`src/rtl/pmq_pkg.sv`:
```
package pmq_pkg;

  typedef logic [1:0]  qid_t;
  typedef logic [7:0]  tid_t;
  typedef logic [15:0] handle_t;
  typedef logic [11:0] length_t;
  typedef logic [4:0]  prio_t;

  localparam int QID_W = $bits(qid_t);

  typedef enum logic {
    OP_SEND = 1'b0,
    OP_RECV = 1'b1
  } op_t;

  typedef enum logic [2:0] {
    ST_SENT     = 3'd0,
    ST_RECEIVED = 3'd1,
    ST_BLOCKED  = 3'd2,
    ST_QFULL    = 3'd3,
    ST_WFULL    = 3'd4
  } status_t;

  typedef struct packed {
    handle_t handle;
    length_t length;
    prio_t   prio;
  } msg_entry_t;

  typedef struct packed {
    logic       ins;
    logic       pop;
    msg_entry_t entry;
  } msg_cmd_t;

  typedef struct packed {
    logic       empty;
    logic       full;
    msg_entry_t head;
  } msg_stat_t;

  typedef struct packed {
    logic push;
    logic pop;
    tid_t tid;
  } wait_cmd_t;

  typedef struct packed {
    logic empty;
    logic full;
    tid_t head;
  } wait_stat_t;

  typedef struct packed {
    status_t status;
    handle_t handle;
    length_t length;
    prio_t   prio;
    logic    wake_valid;
    tid_t    wake_thread;
  } result_t;

endpackage

```
`src/rtl/pmq_if.sv`:
```
interface pmq_in_if
  import pmq_pkg::*;
();
  logic    valid;
  logic    ready;
  logic    operation;
  qid_t    queue_id;
  tid_t    thread_id;
  handle_t msg_handle;
  length_t msg_length;
  prio_t   msg_priority;

  modport source (
    output valid, operation, queue_id, thread_id, msg_handle, msg_length, msg_priority,
    input  ready
  );
  modport sink (
    input  valid, operation, queue_id, thread_id, msg_handle, msg_length, msg_priority,
    output ready
  );
endinterface

interface pmq_out_if
  import pmq_pkg::*;
();
  logic    valid;
  logic    ready;
  status_t status;
  handle_t out_handle;
  length_t out_length;
  prio_t   out_priority;
  logic    wake_valid;
  tid_t    wake_thread;

  modport source (
    output valid, status, out_handle, out_length, out_priority, wake_valid, wake_thread,
    input  ready
  );
  modport sink (
    input  valid, status, out_handle, out_length, out_priority, wake_valid, wake_thread,
    output ready
  );
endinterface

```
`src/rtl/priority_message_queue_unit.sv`:
```
// channel    port      dir  beat
// request    in_chan   in   operation, queue_id, thread_id, msg_handle, msg_length, msg_priority
// response   out_chan  out  status, out_handle, out_length, out_priority, wake_valid, wake_thread
//
// one request per cycle; its response is registered and shows in the cycle after acceptance
// the request and the queue state are settled in the accepting cycle by the selected queue's cell row
// reset clears the message and waiter counts of every queue; cell contents are left as they are
// a stalled response holds its register; a new request is taken when that register is free or
// is being drained in the same cycle
module priority_message_queue_unit
  import pmq_pkg::*;
#(
  parameter int NUM_QUEUES  = 4,
  parameter int QUEUE_DEPTH = 16,
  parameter int WAIT_DEPTH  = 8
) (
  input  logic       clk,
  input  logic       rst_n,
  pmq_in_if.sink     in_chan,
  pmq_out_if.source  out_chan
);

  localparam int QW = (NUM_QUEUES > 1) ? $clog2(NUM_QUEUES) : 1;

  logic    acc;
  qid_t    q_red;
  logic [QW-1:0] q_idx;
  msg_cmd_t   [NUM_QUEUES-1:0] mcmd;
  msg_stat_t  [NUM_QUEUES-1:0] mstat;
  wait_cmd_t  [NUM_QUEUES-1:0] wcmd;
  wait_stat_t [NUM_QUEUES-1:0] wstat;
  msg_stat_t  ms;
  wait_stat_t ws;
  logic    m_ins;
  logic    m_pop;
  logic    w_push;
  logic    w_pop;
  result_t res;
  result_t res_r;
  logic    out_valid_r;
  logic    out_valid_nxt;

  assign acc           = in_chan.valid && in_chan.ready;
  assign in_chan.ready = !out_valid_r || out_chan.ready;

  // queue id reduced modulo the queue count
  always_comb begin
    q_red = in_chan.queue_id;
    for (int k = 0; k < 3; k++) begin
      if (int'(q_red) >= NUM_QUEUES) begin
        q_red = q_red - QID_W'(NUM_QUEUES);
      end
    end
  end

  assign q_idx = QW'(q_red);
  assign ms    = mstat[q_idx];
  assign ws    = wstat[q_idx];

  always_comb begin
    m_ins  = 1'b0;
    m_pop  = 1'b0;
    w_push = 1'b0;
    w_pop  = 1'b0;
    res    = '0;
    if (op_t'(in_chan.operation) == OP_SEND) begin
      if (ms.full) begin
        res.status = ST_QFULL;
      end else begin
        m_ins      = 1'b1;
        res.status = ST_SENT;
        if (ms.empty && !ws.empty) begin
          w_pop           = 1'b1;
          res.wake_valid  = 1'b1;
          res.wake_thread = ws.head;
        end
      end
    end else begin
      if (!ms.empty) begin
        m_pop      = 1'b1;
        res.status = ST_RECEIVED;
        res.handle = ms.head.handle;
        res.length = ms.head.length;
        res.prio   = ms.head.prio;
      end else if (ws.full) begin
        res.status = ST_WFULL;
      end else begin
        w_push     = 1'b1;
        res.status = ST_BLOCKED;
      end
    end
  end

  for (genvar q = 0; q < NUM_QUEUES; q++) begin : g_queue
    logic sel;

    assign sel = acc && (q_idx == QW'(q));

    assign mcmd[q].ins          = sel && m_ins;
    assign mcmd[q].pop          = sel && m_pop;
    assign mcmd[q].entry.handle = in_chan.msg_handle;
    assign mcmd[q].entry.length = in_chan.msg_length;
    assign mcmd[q].entry.prio   = in_chan.msg_priority;

    assign wcmd[q].push = sel && w_push;
    assign wcmd[q].pop  = sel && w_pop;
    assign wcmd[q].tid  = in_chan.thread_id;

    pmq_msg_row #(
      .DEPTH (QUEUE_DEPTH)
    ) u_msg_row (
      .clk   (clk),
      .rst_n (rst_n),
      .cmd   (mcmd[q]),
      .stat  (mstat[q])
    );

    pmq_wait_row #(
      .DEPTH (WAIT_DEPTH)
    ) u_wait_row (
      .clk   (clk),
      .rst_n (rst_n),
      .cmd   (wcmd[q]),
      .stat  (wstat[q])
    );
  end

  assign out_valid_nxt = acc || (out_valid_r && !out_chan.ready);

  always_ff @(posedge clk) begin
    if (!rst_n) begin
      out_valid_r <= 1'b0;
    end else begin
      out_valid_r <= out_valid_nxt;
    end
  end

  always_ff @(posedge clk) begin
    if (acc) begin
      res_r <= res;
    end
  end

  assign out_chan.valid        = out_valid_r;
  assign out_chan.status       = res_r.status;
  assign out_chan.out_handle   = res_r.handle;
  assign out_chan.out_length   = res_r.length;
  assign out_chan.out_priority = res_r.prio;
  assign out_chan.wake_valid   = res_r.wake_valid;
  assign out_chan.wake_thread  = res_r.wake_thread;

endmodule

```
`src/rtl/pmq_msg_cell.sv`:
```
module pmq_msg_cell
  import pmq_pkg::*;
(
  input  logic       clk,
  input  msg_cmd_t   cmd,
  input  logic       occupied,
  input  logic       left_ge,
  input  msg_entry_t left_entry,
  input  msg_entry_t right_entry,
  output logic       ge,
  output msg_entry_t entry
);

  msg_entry_t entry_r;
  msg_entry_t entry_nxt;

  assign ge    = occupied && (entry_r.prio >= cmd.entry.prio);
  assign entry = entry_r;

  // insert: cells past the slot take their left neighbour, the slot takes the new entry
  always_comb begin
    entry_nxt = entry_r;
    if (cmd.pop) begin
      entry_nxt = right_entry;
    end else if (cmd.ins) begin
      if (!left_ge) begin
        entry_nxt = left_entry;
      end else if (!ge) begin
        entry_nxt = cmd.entry;
      end
    end
  end

  always_ff @(posedge clk) begin
    entry_r <= entry_nxt;
  end

endmodule

```
`src/rtl/pmq_msg_row.sv`:
```
module pmq_msg_row
  import pmq_pkg::*;
#(
  parameter int DEPTH = 16
) (
  input  logic      clk,
  input  logic      rst_n,
  input  msg_cmd_t  cmd,
  output msg_stat_t stat
);

  localparam int CW = $clog2(DEPTH + 1);

  logic [CW-1:0] cnt_r;
  logic [CW-1:0] cnt_nxt;
  logic       [DEPTH-1:0] ge;
  msg_entry_t [DEPTH-1:0] ents;

  for (genvar i = 0; i < DEPTH; i++) begin : g_cell
    logic       left_ge;
    msg_entry_t left_entry;
    msg_entry_t right_entry;

    if (i == 0) begin : g_first
      assign left_ge    = 1'b1;
      assign left_entry = cmd.entry;
    end else begin : g_inner
      assign left_ge    = ge[i-1];
      assign left_entry = ents[i-1];
    end

    if (i == DEPTH - 1) begin : g_last
      assign right_entry = ents[i];
    end else begin : g_body
      assign right_entry = ents[i+1];
    end

    pmq_msg_cell u_cell (
      .clk         (clk),
      .cmd         (cmd),
      .occupied    (CW'(i) < cnt_r),
      .left_ge     (left_ge),
      .left_entry  (left_entry),
      .right_entry (right_entry),
      .ge          (ge[i]),
      .entry       (ents[i])
    );
  end

  always_comb begin
    cnt_nxt = cnt_r;
    if (cmd.ins) begin
      cnt_nxt = cnt_r + CW'(1);
    end else if (cmd.pop) begin
      cnt_nxt = cnt_r - CW'(1);
    end
  end

  always_ff @(posedge clk) begin
    if (!rst_n) begin
      cnt_r <= '0;
    end else begin
      cnt_r <= cnt_nxt;
    end
  end

  assign stat.empty = (cnt_r == '0);
  assign stat.full  = (cnt_r == CW'(DEPTH));
  assign stat.head  = ents[0];

endmodule

```
`src/rtl/pmq_wait_row.sv`:
```
module pmq_wait_row
  import pmq_pkg::*;
#(
  parameter int DEPTH = 8
) (
  input  logic       clk,
  input  logic       rst_n,
  input  wait_cmd_t  cmd,
  output wait_stat_t stat
);

  localparam int CW = $clog2(DEPTH + 1);

  logic [CW-1:0] cnt_r;
  logic [CW-1:0] cnt_nxt;
  tid_t [DEPTH-1:0] tid_r;

  // oldest waiter sits in the first cell; a pop shifts the row one place
  for (genvar i = 0; i < DEPTH; i++) begin : g_cell
    tid_t right_tid;
    tid_t tid_nxt;

    if (i == DEPTH - 1) begin : g_last
      assign right_tid = tid_r[i];
    end else begin : g_body
      assign right_tid = tid_r[i+1];
    end

    always_comb begin
      tid_nxt = tid_r[i];
      if (cmd.pop) begin
        tid_nxt = right_tid;
      end else if (cmd.push && (cnt_r == CW'(i))) begin
        tid_nxt = cmd.tid;
      end
    end

    always_ff @(posedge clk) begin
      tid_r[i] <= tid_nxt;
    end
  end

  always_comb begin
    cnt_nxt = cnt_r;
    if (cmd.push) begin
      cnt_nxt = cnt_r + CW'(1);
    end else if (cmd.pop) begin
      cnt_nxt = cnt_r - CW'(1);
    end
  end

  always_ff @(posedge clk) begin
    if (!rst_n) begin
      cnt_r <= '0;
    end else begin
      cnt_r <= cnt_nxt;
    end
  end

  assign stat.empty = (cnt_r == '0);
  assign stat.full  = (cnt_r == CW'(DEPTH));
  assign stat.head  = tid_r[0];

endmodule

```
`src/flat_wrapper.sv`:
```
// flat-port wrapper written by rule: the top's interface ports become plain ports
module priority_message_queue_unit_flat import pmq_pkg::*;
#(
  parameter int NUM_QUEUES  = 4,
  parameter int QUEUE_DEPTH = 16,
  parameter int WAIT_DEPTH  = 8
)
  (clk, rst_n, in_chan_valid, in_chan_operation, in_chan_queue_id, in_chan_thread_id, in_chan_msg_handle, in_chan_msg_length, in_chan_msg_priority, in_chan_ready, out_chan_valid, out_chan_status, out_chan_out_handle, out_chan_out_length, out_chan_out_priority, out_chan_wake_valid, out_chan_wake_thread, out_chan_ready);
  pmq_in_if in_chan_i ();
  pmq_out_if out_chan_i ();
  input  logic clk;
  input  logic rst_n;
  input wire logic [$bits(in_chan_i.valid)-1:0] in_chan_valid;
  input wire logic [$bits(in_chan_i.operation)-1:0] in_chan_operation;
  input wire logic [$bits(in_chan_i.queue_id)-1:0] in_chan_queue_id;
  input wire logic [$bits(in_chan_i.thread_id)-1:0] in_chan_thread_id;
  input wire logic [$bits(in_chan_i.msg_handle)-1:0] in_chan_msg_handle;
  input wire logic [$bits(in_chan_i.msg_length)-1:0] in_chan_msg_length;
  input wire logic [$bits(in_chan_i.msg_priority)-1:0] in_chan_msg_priority;
  output wire logic [$bits(in_chan_i.ready)-1:0] in_chan_ready;
  output wire logic [$bits(out_chan_i.valid)-1:0] out_chan_valid;
  output wire logic [$bits(out_chan_i.status)-1:0] out_chan_status;
  output wire logic [$bits(out_chan_i.out_handle)-1:0] out_chan_out_handle;
  output wire logic [$bits(out_chan_i.out_length)-1:0] out_chan_out_length;
  output wire logic [$bits(out_chan_i.out_priority)-1:0] out_chan_out_priority;
  output wire logic [$bits(out_chan_i.wake_valid)-1:0] out_chan_wake_valid;
  output wire logic [$bits(out_chan_i.wake_thread)-1:0] out_chan_wake_thread;
  input wire logic [$bits(out_chan_i.ready)-1:0] out_chan_ready;
  assign in_chan_i.valid = in_chan_valid;
  assign in_chan_i.operation = in_chan_operation;
  assign in_chan_i.queue_id = in_chan_queue_id;
  assign in_chan_i.thread_id = in_chan_thread_id;
  assign in_chan_i.msg_handle = in_chan_msg_handle;
  assign in_chan_i.msg_length = in_chan_msg_length;
  assign in_chan_i.msg_priority = in_chan_msg_priority;
  assign in_chan_ready = in_chan_i.ready;
  assign out_chan_valid = out_chan_i.valid;
  assign out_chan_status = out_chan_i.status;
  assign out_chan_out_handle = out_chan_i.out_handle;
  assign out_chan_out_length = out_chan_i.out_length;
  assign out_chan_out_priority = out_chan_i.out_priority;
  assign out_chan_wake_valid = out_chan_i.wake_valid;
  assign out_chan_wake_thread = out_chan_i.wake_thread;
  assign out_chan_i.ready = out_chan_ready;
  priority_message_queue_unit #(.NUM_QUEUES(NUM_QUEUES), .QUEUE_DEPTH(QUEUE_DEPTH), .WAIT_DEPTH(WAIT_DEPTH)) u_core (.clk(clk), .rst_n(rst_n), .in_chan(in_chan_i), .out_chan(out_chan_i));
endmodule
```
`config.mk`:
```
export PLATFORM = sky130hd
export DESIGN_NAME = priority_message_queue_unit_flat
export DESIGN_NICKNAME = d
export VERILOG_FILES = /design/src/rtl/pmq_pkg.sv /design/src/rtl/pmq_if.sv /design/src/rtl/priority_message_queue_unit.sv /design/src/rtl/pmq_msg_cell.sv /design/src/rtl/pmq_msg_row.sv /design/src/rtl/pmq_wait_row.sv /design/src/flat_wrapper.sv
export SDC_FILE = /design/constraint.sdc
export NUM_CORES = 2
export LEC_CHECK = 0
export BUFFER_PORTS_ARGS = -buffer_cell sky130_fd_sc_hd__buf_2
export CORE_ASPECT_RATIO = 0.9
export CORE_MARGIN = 5
export CORE_UTILIZATION = 55
export DETAILED_ROUTE_END_ITERATION = 10
export PLACE_DENSITY = 0.71
export RECOVER_POWER = 100
export REMOVE_ABC_BUFFERS = 1
export SYNTH_ARGS = -nofsm -noshare
export SYNTH_HDL_FRONTEND = slang
export SYNTH_SLANG_ARGS = --single-unit
```
`constraint.sdc`:
```
create_clock -name clk -period 8.9 [get_ports clk]
set_clock_uncertainty 0.15 [all_clocks]
set_input_delay 0 -clock clk [delete_from_list [all_inputs] [get_ports clk]]
set_output_delay 0 -clock clk [all_outputs]
set_load 0.03 [all_outputs]
```
# Word-level counts from Yosys, hierarchy flattened

Cells that the tools add are included.

Add/sub/neg operators: 16
Magnitude comparators: 129
Eq/ne operators: 103
Muxes and demuxes: 335
Bitwise gates (word level): 10
Reduce and logical (&&, ||, !) cells: 240

Operator list:

| operator                                                                     | number |
|---|---|
| 33-bit two-way mux                                                           | 244 |
| 8-bit two-way mux                                                            | 56 |
| 5-bit >= comparator                                                          | 64 |
| 3-bit inequality test (second input constant)                                | 56 |
| 4-bit by 5-bit less-than comparator with 1-bit output (first input constant) | 32 |
| 2-bit AND reduction                                                          | 64 |
| 1-bit logical AND                                                            | 119 |
| 3-bit by 5-bit less-than comparator with 1-bit output (first input constant) | 16 |
| 2-bit nonzero test                                                           | 36 |
| 35-bit binary-select mux with 2-bit select                                   | 1 |
| 4-bit by 3-bit == test with 1-bit output (second input constant)             | 16 |
| 1-bit by 5-bit less-than comparator with 1-bit output (first input constant) | 8 |
| 2-bit by 5-bit less-than comparator with 1-bit output (first input constant) | 8 |
| 5-bit two-way mux                                                            | 8 |
| 35-bit two-way mux                                                           | 1 |
| 4-bit by 2-bit == test with 1-bit output (second input constant)             | 8 |
| 4-bit two-way mux                                                            | 8 |
| 5-bit by 1-bit adder with 5-bit output (second input constant)               | 4 |
| 10-bit binary-select mux with 2-bit select                                   | 1 |
| 5-bit == test (second input constant)                                        | 4 |
| 5-bit logical NOT                                                            | 4 |
| 5-bit by 1-bit subtractor with 5-bit output (second input constant)          | 4 |
| 4-bit by 1-bit adder with 4-bit output (second input constant)               | 4 |
| 4-bit by 1-bit == test with 1-bit output (second input constant)             | 4 |
| 19 further kinds                                                             | 63 |

Flip-flop bits (word level): 2,450
Input port bits: 48
Output and inout port bits: 47

# Logic depth before layout (Yosys ltp)

Word-level depth: 11
Gate-level depth with buffers: 13

# Cells and area by module

Synthesis repeated with hierarchy kept, for this count alone.

Cell total of the unflattened synthesis: 11,890
Area total of the unflattened synthesis: 135,282.2 sq um

Modules (own cells, without submodules):

| module                                         | times used | cells an instance | area each (sq um) | seq. area each (sq um) |
|---|---|---|---|---|
| pmq_msg_cell                                   | 64         | 164               | 1,861.8           | 991.0 |
| pmq_wait_row                                   | 4          | 235               | 2,787.7           | 2,001.9 |
| priority_message_queue_unit                    | 1          | 187               | 3,036.7           | 1,371.3 |
| pmq_msg_row at u_core.g_queue[1].u_msg_row ... | 2          | 66                | 473.0             | 100.1 |
| pmq_msg_row at u_core.g_queue[3].u_msg_row     | 1          | 68                | 510.5             | 100.1 |
| pmq_msg_row at u_core.g_queue[0].u_msg_row     | 1          | 67                | 484.2             | 100.1 |

# Least setup slack after synthesis

No wires, ideal clock.

Kind: input port to flip-flop
From: input in_chan_msg_priority[1]
To: register u_core.g_queue[0].u_msg_row.g_cell[1].u_cell.entry_r (netlist bit u_core.g_queue[0].u_msg_row.g_cell[1].u_cell.entry[0]) (enable)
Library setup time: 0.469 ns
Data arrival time: 5.451 ns
Required time: 8.281 ns
Path slack: 2.830 ns
Cell stages on the path: 10
Path buffers: 3
Path through: clkbuf_1 > inv_1 > ha_1 > a21oi_1 > nor2b_1 > o41ai_1 > clkbuf_1 > clkbuf_1 > nor3_1 > o21ai_0

Cells in the longest elaborated chain, start to end: 4

RTL lines:

| what                                       | line               | source |
|---|---|---|
| start, declared                            | flat_wrapper.sv:19 | `input wire logic [$bits(in_chan_i.msg_priority)-1:0] in_chan_msg_priority;` |
| 5-bit >= comparator                        | pmq_msg_cell.sv:17 | `assign ge = occupied && (entry_r.prio >= cmd.entry.prio);` |
| 1-bit logical AND                          | pmq_msg_cell.sv:17 |  |
| 3-bit inequality test (no source line) (*) | --                 |  |
| 2-bit AND reduction (no source line) (*)   | --                 |  |
| end signal, assigned                       | pmq_msg_cell.sv:35 | `entry_r <= entry_nxt;` |
| end, declared                              | pmq_msg_cell.sv:14 | `msg_entry_t entry_r;` |

Mark *: on every way between the ends. The rest lies on a longest branch, timed or not.
A chain may end at the register's enable or synchronous reset.

==> impl_metrics.py <==
metrics = {
    "setup_path": {
        "slowest_delay_ps": 2280,
        "critPathKind": "input port to flop",
        "cp_num_cells": 11,
        "path_max_fanout": 45,
        "crit_chain": "dlygate4sd3_1 -> clkbuf_1 -> buf_4 -> inv_4 -> clkbuf_1 -> ha_1 -> nand2_1 -> o21ai_0 -> buf_4 -> and2_2 -> a221o_1",
        "crit_buf_inv": 6,
        "r2r_slack_ps": 1930,
        "worstRegToRegCells": 5,
        "r2r-start": "u_core.g_queue[3].u_msg_row.cnt_r[4]",
        "crit_family": "buffers and inverters",
        "cp_data_required_time_ps": 9450,
        "cpMaxStageDelayCell": "clkbuf_1",
        "cp-end-kind": "flop",
        "cp-start-kind": "input port",
        "worstPathArrival_ps": 7780,
    },
    "global_routing": {
        "gr-usage-met1_pct": 45.72,
        "grtUsageTotal_pct": 33.90,
        "grt_pass1_wl_mm": 650.1,
        "antenna_found_initial": 24,
        "grt_max_degree": 234,
        "use_met3_pct": 8.661,
        "grt_pass1_vias": 105400,
        "busiest_layer": "met2",
        "use_met2_pct": 50.18,
        "overflow": 0,
    },
    "place": {
        "io_buffer_count": 94,
        "dpl.hpwl_mm": 274.8,
        "placed_area_sq_um": 132800,
        "dpl.cell_count": 14910,
        "place.gp.congestion": 0.9141,
    },
    "drt": {
        "routedWlPerCell_um": 28.44,
        "num_vias": 109600,
        "via_per_inst": 7.092,
        "drc": 0,
        "drt-total-wl_mm": 439.6,
        "dr.pass1.iters": 10,
        "antenna_left": 0,
        "drt_iter0_drc": 17550,
    },
    "synthesis": {
        "synthCells": 12660,
        "ys_ff_latch": 2450,
        "ys_warn_count": 0,
        "yosys.area.top_type": "edfxtp_1",
        "synth-seq-area-share_pct": 56.28,
        "async_flop_share_pct": 0,
        "syn-cell-area_sq_um": 130100,
        "synth_area_leaders": "edfxtp_1 (56%), a21oi_1 (9.2%), a221o_1 (4.1%), nor2_1 (3.7%), nand2_1 (3.6%)",
        "ys_types": 65,
        "synth-edff-count": 2413,
        "syn_avg_cell_area_sq_um": 10.27,
        "synth_flop_cell": "edfxtp_1",
        "synth.top_cell.area_share_pct": 55.71,
    },
    "hold_path": {
        "hold_path_startpoint": "in_chan_msg_handle[4]",
        "min_path_type": "input port to flop",
        "whs_path_depth": 4,
    },
    "clock_network": {
        "cts_buffer_depth": 4,
        "root_buffer": "clkbuf_16",
        "cts_tree": "yes",
        "clk_latency_ps": 880,
        "cts.reportedPaths.clkPinSlew_ps": 60,
        "htree_levels": 5,
        "cts-resized-gates": 0,
        "post-cts-setup-buffer-count": 0,
        "cts_sinks": 2450,
        "cts_made_buffers": 272,
    },
    "sta": {
        "rsz0062_at_grt": "no",
        "maxSlewHeadroom_pct": -152.3,
        "drv_slew": 2678,
        "worst_pin_slew_ps": 3785,
        "clock.fmax_mhz": 138.3,
        "hold_violations": 0,
        "finalSetupViolCount": 0,
        "fin_setup_tns_ps": 0,
        "period_minus_slack_ps": 7228,
        "fin_crit_sh_pct": 81.22,
    },
    "die": {
        "dieArea_sq_um": 246300,
        "num_rows": 169,
        "pin_count": 95,
        "start_util_pct": 55.22,
        "core-area_sq_um": 235600,
        "die_x_um": 522.6,
        "die_y_um": 471.3,
    },
    "pwr": {
        "leakagePower_uw": 0.05273,
        "ir_worst_vdd_mv": 0.1857,
        "power_density_nw_per_um2": 185.0,
    },
    "finish": {
        "layoutNonFillerInstCount": 15450,
        "fin_area_sq_um": 141400,
        "fillers": 19220,
        "syn2layout_area_growth_pct": 8.738,
        "fin_nets": 12480,
        "drive_above_1_share_pct": 7.815,
    },
    "status": {
        "status": "finished, violations left",
        "violations": "max-capacitance violations, max-slew violations",
    },
    "run": {
        "max_cap_viol_count": 57,
    },
}
## cell usage after synthesis, types with 71 or more instances
library cell and instances:
a21o_1 508, a21oi_1 2391, a221o_1 534, a31oi_1 736
and2_1 138, and3_1 71, buf_1 81, clkbuf_1 1163
edfxtp_1 2413, ha_1 352, inv_1 106, mux2_2 133
nand2_1 1231, nand2b_1 77, nor2_1 1279, o21ai_0 845
## flip-flops by register name, summed over array words and instances (netlist names)
register	count
u_core.g_queue.u_wait_row.cnt_r	16
u_core.out_chan.valid	1
u_core.g_queue.u_msg_row.cnt_r	20
u_core.out_chan.wake_thread	8
u_core.out_chan.out_handle	16
u_core.out_chan.status	3
u_core.g_queue.u_wait_row.stat	32
u_core.out_chan.out_priority	5
u_core.g_queue.u_msg_row.g_cell.u_cell.entry	2112
u_core.out_chan.out_length	12
u_core.g_queue.u_wait_row.g_cell.right_tid	224
u_core.out_chan.wake_valid	1
## area by class of cell
type | count | area [sq um] | share of cell area [%]
Tap cell | 3163 | 3958 | 2.798
Multi-Input combinational cell | 8804 | 52120 | 36.85
Clock inverter | 109 | 1012 | 0.7157
Sequential cell | 2450 | 73200 | 51.76
Clock buffer | 359 | 7500 | 5.303
Antenna cell | 18 | 45.04 | 0.03185
Inverter | 107 | 411.6 | 0.2911
Timing Repair Buffer | 443 | 3186 | 2.252
## where the power goes
group	switching [uW]	total [uW]	internal, uW
clock network	4800	11200	6370
registers	161	13100	12900
logic	1430	1940	514
## cell usage in the layout (no fill, tap or decap), types with 39 or more instances in the layout
master / synthesis / final
a21o_1: 508 / 506
a21oi_1: 2391 / 2367
a221o_1: 534 / 534
a22oi_1: 41 / 41
a31oi_1: 736 / 729
and2_0: 21 / 98
and2_1: 138 / 55
and3_1: 71 / 70
buf_4: 9 / 250
clkbuf_1: 1163 / 176
clkbuf_16: 0 / 285
clkinv_1: 1 / 42
dlygate4sd3_1: 0 / 58
edfxtp_1: 2413 / 2413
ha_1: 352 / 352
inv_1: 106 / 102
mux2_2: 133 / 133
mux2i_1: 67 / 67
mux4_2: 43 / 43
nand2_1: 1231 / 1231
nand2b_1: 77 / 77
nor2_1: 1279 / 1273
nor3_1: 46 / 45
o21a_1: 39 / 39
o21ai_0: 845 / 825
## tightest hold or removal path, stage by stage
cell and delay [ps]:
dlygate4sd3_1 540, buf_4 160, a21oi_1 70, a21oi_1 160
## cell families (layout without fill, tap and decap cells)
family                     after synthesis  after routing  share of synthesized area (%)
xor gates and xnor gates                12             12                        0.08080
adders and majority gates              352            352                          3.386
and+or+nand+nor                       2973           2973                          9.463
other                                    0             18                              0
DFF                                   2450           2450                          56.28
AOI/OAI and AO/OA                     5224           5224                          24.24
buffers and inverters                 1405           1018                          4.143
muxes                                  243            243                          2.412
## stage by stage
stage / hold WS, ps / util [%] / total power (uW) / setup WS [ps]
2_1_floorplan: -51.13 / - / 14280 / -10230
3_3_place_gp: 219.4 / 56.39 / 15070 / 4059
3_5_place_dp: 232.5 / 56.39 / 15130 / 3904
4_1_cts: 2.670 / 60.25 / 26140 / 3866
5_1_grt: 44.76 / 60.02 / 26790 / 1829
6_report: 54.13 / 60.04 / 26170 / 1672
## metal layers
layer	routed length, um	vias to the layer above	share of wire (%)
li1	-	46460	-
met2	191000	8397	43
met3	56940	1388	13
met1	163700	53320	37
met4	27810	18	6.3
met5	128	-	0.029
## what timing repair did
action | in CTS | in global routing
hold endpoints to repair | 1308 | 0
setup endpoints to repair | 0 | 0
hold buffers | 58 | 0
## how the worst max path moves through the flow
stage / start / to / slack (ps)
4_1_cts: u_core.g_queue[3].u_msg_row.cnt_r[4] / flop / 3870
5_1_grt: in_chan_msg_priority[4] / flop / 1830
6_report: in_chan_msg_priority[4] / flop / 1670
3_5_place_dp: u_core.g_queue[3].u_msg_row.cnt_r[4] / flop / 3900
3_3_place_gp: u_core.g_queue[3].u_msg_row.cnt_r[1] / flop / 4060
2_1_floorplan: u_core.g_queue[1].u_msg_row.cnt_r[1] / flop / -10230
No activity file was read; power rests on OpenSTA's default activity.
